--- config.mk ---
export PLATFORM = sky130hd
export DESIGN_NAME = bb_div
export DESIGN_NICKNAME = d
export VERILOG_FILES = /design/src/hw/rtl/assert_macros.svh /design/src/hw/rtl/bb_pkg.sv /design/src/hw/rtl/bb_div.sv
export SDC_FILE = /design/constraint.sdc
export NUM_CORES = 1
export LEC_CHECK = 0
export ABC_AREA = 1
export BUFFER_PORTS_ARGS = -buffer_cell sky130_fd_sc_hd__buf_2
export CAP_MARGIN = 15
export CELL_PAD_IN_SITES_DETAIL_PLACEMENT = 1
export CELL_PAD_IN_SITES_GLOBAL_PLACEMENT = 1
export CORE_ASPECT_RATIO = 0.75
export CORE_MARGIN = 5
export CORE_UTILIZATION = 36
export DETAILED_ROUTE_END_ITERATION = 8
export GPL_ROUTABILITY_DRIVEN = 0
export PLACE_DENSITY = 0.73
export SLEW_MARGIN = 0
export SYNTH_ARGS = -nofsm -noshare
export SYNTH_HDL_FRONTEND = slang
export SYNTH_SLANG_ARGS = --single-unit
export TNS_END_PERCENT = 1
--- constraint.sdc ---
create_clock -name clk -period 3.65 [get_ports clk]
set_clock_uncertainty 0.15 [all_clocks]
set_input_delay 0.5475 -clock clk [delete_from_list [all_inputs] [get_ports clk]]
set_output_delay 0.5475 -clock clk [all_outputs]
set_load 0.02 [all_outputs]
--- src/hw/rtl/assert_macros.svh ---
// ============================================================================
// Assertion macros
// Shared helpers for concurrent assertions on clk with asynchronous reset.
// ============================================================================
`ifndef ASSERT_MACROS_SVH
`define ASSERT_MACROS_SVH

// Property must hold at every clock edge outside reset.
`define BB_ASSERT(lbl, prop, msg) \
	lbl: assert property (@(posedge clk) disable iff (!arst_n) prop) else $error(msg);

// Condition must never be seen at a clock edge outside reset.
`define BB_NEVER(lbl, expr, msg) \
	`BB_ASSERT(lbl, !(expr), msg)

`endif

--- src/hw/rtl/bb_pkg.sv ---
// ============================================================================
// Box blur package
// Item types, register indexes, sequencer states and fixed widths.
// ============================================================================
package bb_pkg;

	// Line store geometry. The sum, count and window widths below are sized for
	// these values.
	localparam int MAX_WIDTH   = 1024;
	localparam int MAX_RADIUS  = 7;

	localparam int PIX_W       = 24;
	localparam int SUM_W       = 16;
	localparam int CNT_W       = 8;
	localparam int RAD_W       = 4;
	localparam int CFG_IDX_W   = 2;
	localparam int CFG_DATA_W  = 16;
	localparam int MAX_RESULTS = 8;
	localparam int RUN_W       = $clog2(MAX_RESULTS);

	localparam logic [CFG_IDX_W-1:0] CFG_FRAME_WIDTH  = 2'd0;
	localparam logic [CFG_IDX_W-1:0] CFG_FRAME_HEIGHT = 2'd1;
	localparam logic [CFG_IDX_W-1:0] CFG_WINDOW_SIZE  = 2'd2;

	localparam logic ACT_PIXEL = 1'b0;
	localparam logic ACT_DRAIN = 1'b1;

	typedef struct packed {
		logic       action;
		logic [7:0] red_in;
		logic [7:0] green_in;
		logic [7:0] blue_in;
	} in_item_t;

	typedef struct packed {
		logic [7:0]  red_out;
		logic [7:0]  green_out;
		logic [7:0]  blue_out;
		logic [15:0] out_row;
		logic [9:0]  out_col;
		logic        last_of_run;
		logic        frame_done;
	} out_item_t;

	typedef struct packed {
		logic [SUM_W-1:0] red;
		logic [SUM_W-1:0] green;
		logic [SUM_W-1:0] blue;
	} rgb_sum_t;

	typedef struct packed {
		logic start;
		logic done;
	} div_ctrl_t;

	typedef enum logic [3:0] {
		ST_IDLE,
		ST_NORM,
		ST_UPD,
		ST_CHECK,
		ST_READ,
		ST_TAIL,
		ST_DSTART,
		ST_DWAIT,
		ST_OUT
	} state_t;

endpackage

--- src/hw/rtl/bb_div.sv ---
// ============================================================================
// Box blur divider
// Restoring divider, one quotient bit per cycle for all three channels.
// ============================================================================
module bb_div (
	input  logic                     clk,
	input  logic                     arst_n,
	input  bb_pkg::div_ctrl_t        ctrl_in,
	output bb_pkg::div_ctrl_t        ctrl_out,
	input  bb_pkg::rgb_sum_t         dividend,
	input  logic [bb_pkg::CNT_W-1:0] divisor,
	output bb_pkg::rgb_sum_t         quotient
);

	localparam int STEP_W = $clog2(bb_pkg::SUM_W + 1);

	logic [bb_pkg::SUM_W-1:0] quo_q [3];
	logic [bb_pkg::CNT_W-1:0] rem_q [3];
	logic [bb_pkg::SUM_W-1:0] din   [3];
	logic [bb_pkg::CNT_W-1:0] div_q;
	logic [STEP_W-1:0]        step_q;
	logic                     done_q;

	assign din[0] = dividend.red;
	assign din[1] = dividend.green;
	assign din[2] = dividend.blue;

	always_ff @(posedge clk or negedge arst_n) begin
		if (!arst_n) begin
			step_q <= '0;
			done_q <= 1'b0;
		end else begin
			done_q <= 1'b0;
			if (ctrl_in.start) begin
				step_q <= STEP_W'(bb_pkg::SUM_W);
			end else if (step_q != '0) begin
				step_q <= step_q - STEP_W'(1);
				done_q <= (step_q == STEP_W'(1));
			end
		end
	end

	always_ff @(posedge clk) begin
		logic [bb_pkg::CNT_W:0] trial;
		if (ctrl_in.start) begin
			div_q <= divisor;
			for (int i = 0; i < 3; i++) begin
				quo_q[i] <= din[i];
				rem_q[i] <= '0;
			end
		end else if (step_q != '0) begin
			for (int i = 0; i < 3; i++) begin
				trial = {rem_q[i], quo_q[i][bb_pkg::SUM_W-1]};
				if (trial >= {1'b0, div_q}) begin
					rem_q[i] <= bb_pkg::CNT_W'(trial - {1'b0, div_q});
					quo_q[i] <= {quo_q[i][bb_pkg::SUM_W-2:0], 1'b1};
				end else begin
					rem_q[i] <= bb_pkg::CNT_W'(trial);
					quo_q[i] <= {quo_q[i][bb_pkg::SUM_W-2:0], 1'b0};
				end
			end
		end
	end

	assign ctrl_out.start   = 1'b0;
	assign ctrl_out.done    = done_q;
	assign quotient.red     = quo_q[0];
	assign quotient.green   = quo_q[1];
	assign quotient.blue    = quo_q[2];

endmodule

==> results.toml <==
[global_routing]
grt_use_total_pct = 16.78
busiest_layer = "met2"
grt_pass1_wl_um = 23120
use_met3_pct = 3.296
antenna_found_initial = 0
grt_use_met2_pct = 29.39
grt_use_met1_pct = 22.13
grt_pass1_vias = 4627
overflow = 0
grt_max_degree = 49

[critical_path]
slowest_delay_ns = 0.47
cpMaxStageDelayCell = "buf_4"
cp-start-kind = "register"
r2r_start = "step_q[0]"
crit_path_end_kind = "register"
worstPathRequired_ns = 3.70
reg2reg_to = "rem_q[2][5]"
crit_start = "step_q[0]"
crit_chain = "inv_1, ha_1, nand3_4, nand2_4, inv_4, buf_4, nand4_1, nand2_1"
ff2ff_setup_slack_ns = 0.99
rr_worst_depth = 8
crit_fanout = 40
path_class = "register to register"
crit_end = "rem_q[2][5]"
worstPathArrival_ns = 2.70

[placement]
io_buffers = 107
dpl.hpwl_um = 10340

[clocking]
cts_tree = "done"
insertion_delay_ns = 0.34
post_cts_buffers = 0
numCtsBuffers = 9
h-tree-depth = 3
cts_sinks = 86
clockBufferDepth = 2
clock-root-buffer = "clkbuf_16"
clk_pin_slew_ns = 0.07

[power]
p_seq_share_pct = 35.8
power.internal_w = 0.002736
power.leakage_nw = 3.155
p_comb_share_pct = 44.3
power.density_mw_per_mm2 = 762.8
power_frac_clock_pct = 19.9
max-vdd-ir-drop_uv = 276.1
p_switching_w = 0.001963
switching_share_pct = 41.77

[yosys]
ys_top_cells_by_count = "nand2_1, edfxtp_1, inv_1"
synth.most_common_cell = "nand2_1"
synth_warnings = 0
syn_inst = 592
synth_top_cell_by_area = "edfxtp_1"
synth_cell_types = 38
syn_nets = 681
yosysTopAreaCellShare_pct = 45.81
async_flop_share_pct = 6.977
synth_edf_count = 79
synth_area_mm2 = 0.005179
avgSynthCellArea_um2 = 8.748
ys_ff_latch = 86
ys_seq_area_share_pct = 49.09
synth_top_flop_cell = "edfxtp_1"
yosys-top-cells-area = "edfxtp_1, nand2_1, ha_1"

[floorplanning]
start_util_pct = 36.31
rows = 38
die_width_um = 148.5
die_area_mm2 = 0.01691
die_height_um = 113.9
core-area_mm2 = 0.01426
boundaryPins = 110

[layout]
finish.net_count = 782
syn2layout_area_growth_pct = 18.94
diodes = 0
postLayoutCoreUtil_pct = 43.18
drive_gt1_share_pct = 20.92

[worst_hold_path]
holdCritPathClass = "primary input to register"

[route]
final_antenna_net_count = 0
viasPerCell = 4.834
wl_um = 13810
drt-initial-drc-count = 163
post_drt_wl_per_cell_um = 15.73
via_count = 4244
drcViolationCount = 0
first_pass_iters = 4

[sta]
worst_slew_pin_slew_ns = 0.5847
setup-tns-final_ns = 0
finalHoldViolCount = 0
setup_violations = 0
fmax_mhz = 376.6
rsz0062_at_grt = "no"
slew_headroom_pct = 61.02
period_minus_slack_ns = 2.655
min_period_over_period_pct = 72.74
holdWs_ns = 0.2329
drv_slew = 0

[outcome]
outcome = "finished clean"

[run]
maxCapViolCount = 0
-- layout make-up --
| cell class | instances | area [µm²] |
|---|---|---|
| clock inverter | 6 | 70.07 |
| fill | 1725 | 8104 |
| inverter | 81 | 306.5 |
| timing repair buffer | 110 | 573.1 |
| clock buffer | 10 | 229.0 |
| multi-input combinational | 405 | 2213 |
| sequential | 86 | 2542 |
| tap | 180 | 225.2 |
-- layer usage --
metal  vias up  part of all wire, %  wire length, µm
li1       2139                    -                -
met1      2020                   48             6607
met2        74                   48             6567
met3        11                  4.0              559
met4         0                 0.55               76
met5         -                    0                0
-- state kept, by name, indices dropped and copies added (netlist names) --
name	count
done_q	1
step_q	5
div_q	8
quo_q	48
rem_q	24
-- cells by family after synthesis --
family          Yosys count  synth area share [%]
compound gates           48                 6.161
flops                    86                 49.09
buf+inv                 101                 8.311
other cells               1               0.07241
simple gates            318                 27.40
xor+xnor                  9                 1.522
fa+ha+maj                29                 7.441
-- cell usage in the layout, fill, tap and decap left out, drive strengths merged, types with 6 or more instances in the layout --
| cell type | count |
|---|---|
| a21oi | 27 |
| a22o | 14 |
| buf | 109 |
| clkbuf | 10 |
| dfrtp | 6 |
| edfxtp | 79 |
| ha | 26 |
| inv | 83 |
| nand2 | 214 |
| nand3 | 41 |
| nand4 | 14 |
| nor2 | 43 |
-- worst min-delay path by stage --
stage,slack [ns],cells past startpoint,start,endpoint
5_1_grt,0.22,1,divisor[3],div_q[3]
6_report,0.23,1,divisor[3],div_q[3]
3_3_place_gp,0.23,1,arst_n,done_q
3_5_place_dp,0.24,1,arst_n,done_q
4_1_cts,0.22,1,divisor[3],div_q[3]
2_1_floorplan,0.10,0,arst_n,done_q
-- power groups by stage --
stage                     Combinational, W  Sequential, W  Clock [W]
after floorplan                    0.00135        0.00186          0
after CTS                          0.00211        0.00168   0.000971
after global placement             0.00200        0.00168          0
after global routing               0.00237        0.00172    0.00101
after detailed placement           0.00210        0.00170          0
final                              0.00208        0.00168   0.000936
-- repair_timing --
| item | CTS | global route |
|---|---|---|
| gates resized for setup | 0 | 0 |
| hold buffers | 1 | 0 |
| endpoints found under the setup margin | 0 | 0 |
| hold endpoints to repair | 6 | 0 |
-- critical path, delay by kind of cell (launching register included) --
family                   cells  cell delay, ns
AND/OR/NAND/NOR              4            0.65
flip-flops                   1            0.38
buffers and inverters        3            1.01
adder cells (fa/ha/maj)      1            0.28
-- stage by stage --
step / setup slack [ns] / instances / area, µm² / total power (W)
2_1_floorplan: 0.6418 / 592 / 5179 / 0.003213
3_3_place_gp: 0.7114 / 861 / 5851 / 0.003680
3_5_place_dp: 0.6718 / 861 / 5851 / 0.003794
4_1_cts: 0.9050 / 878 / 6160 / 0.004768
5_1_grt: 0.7542 / 878 / 6160 / 0.005095
6_report: 0.9949 / 878 / 6160 / 0.004699
Note: power is estimated with default switching activity, not from simulation.
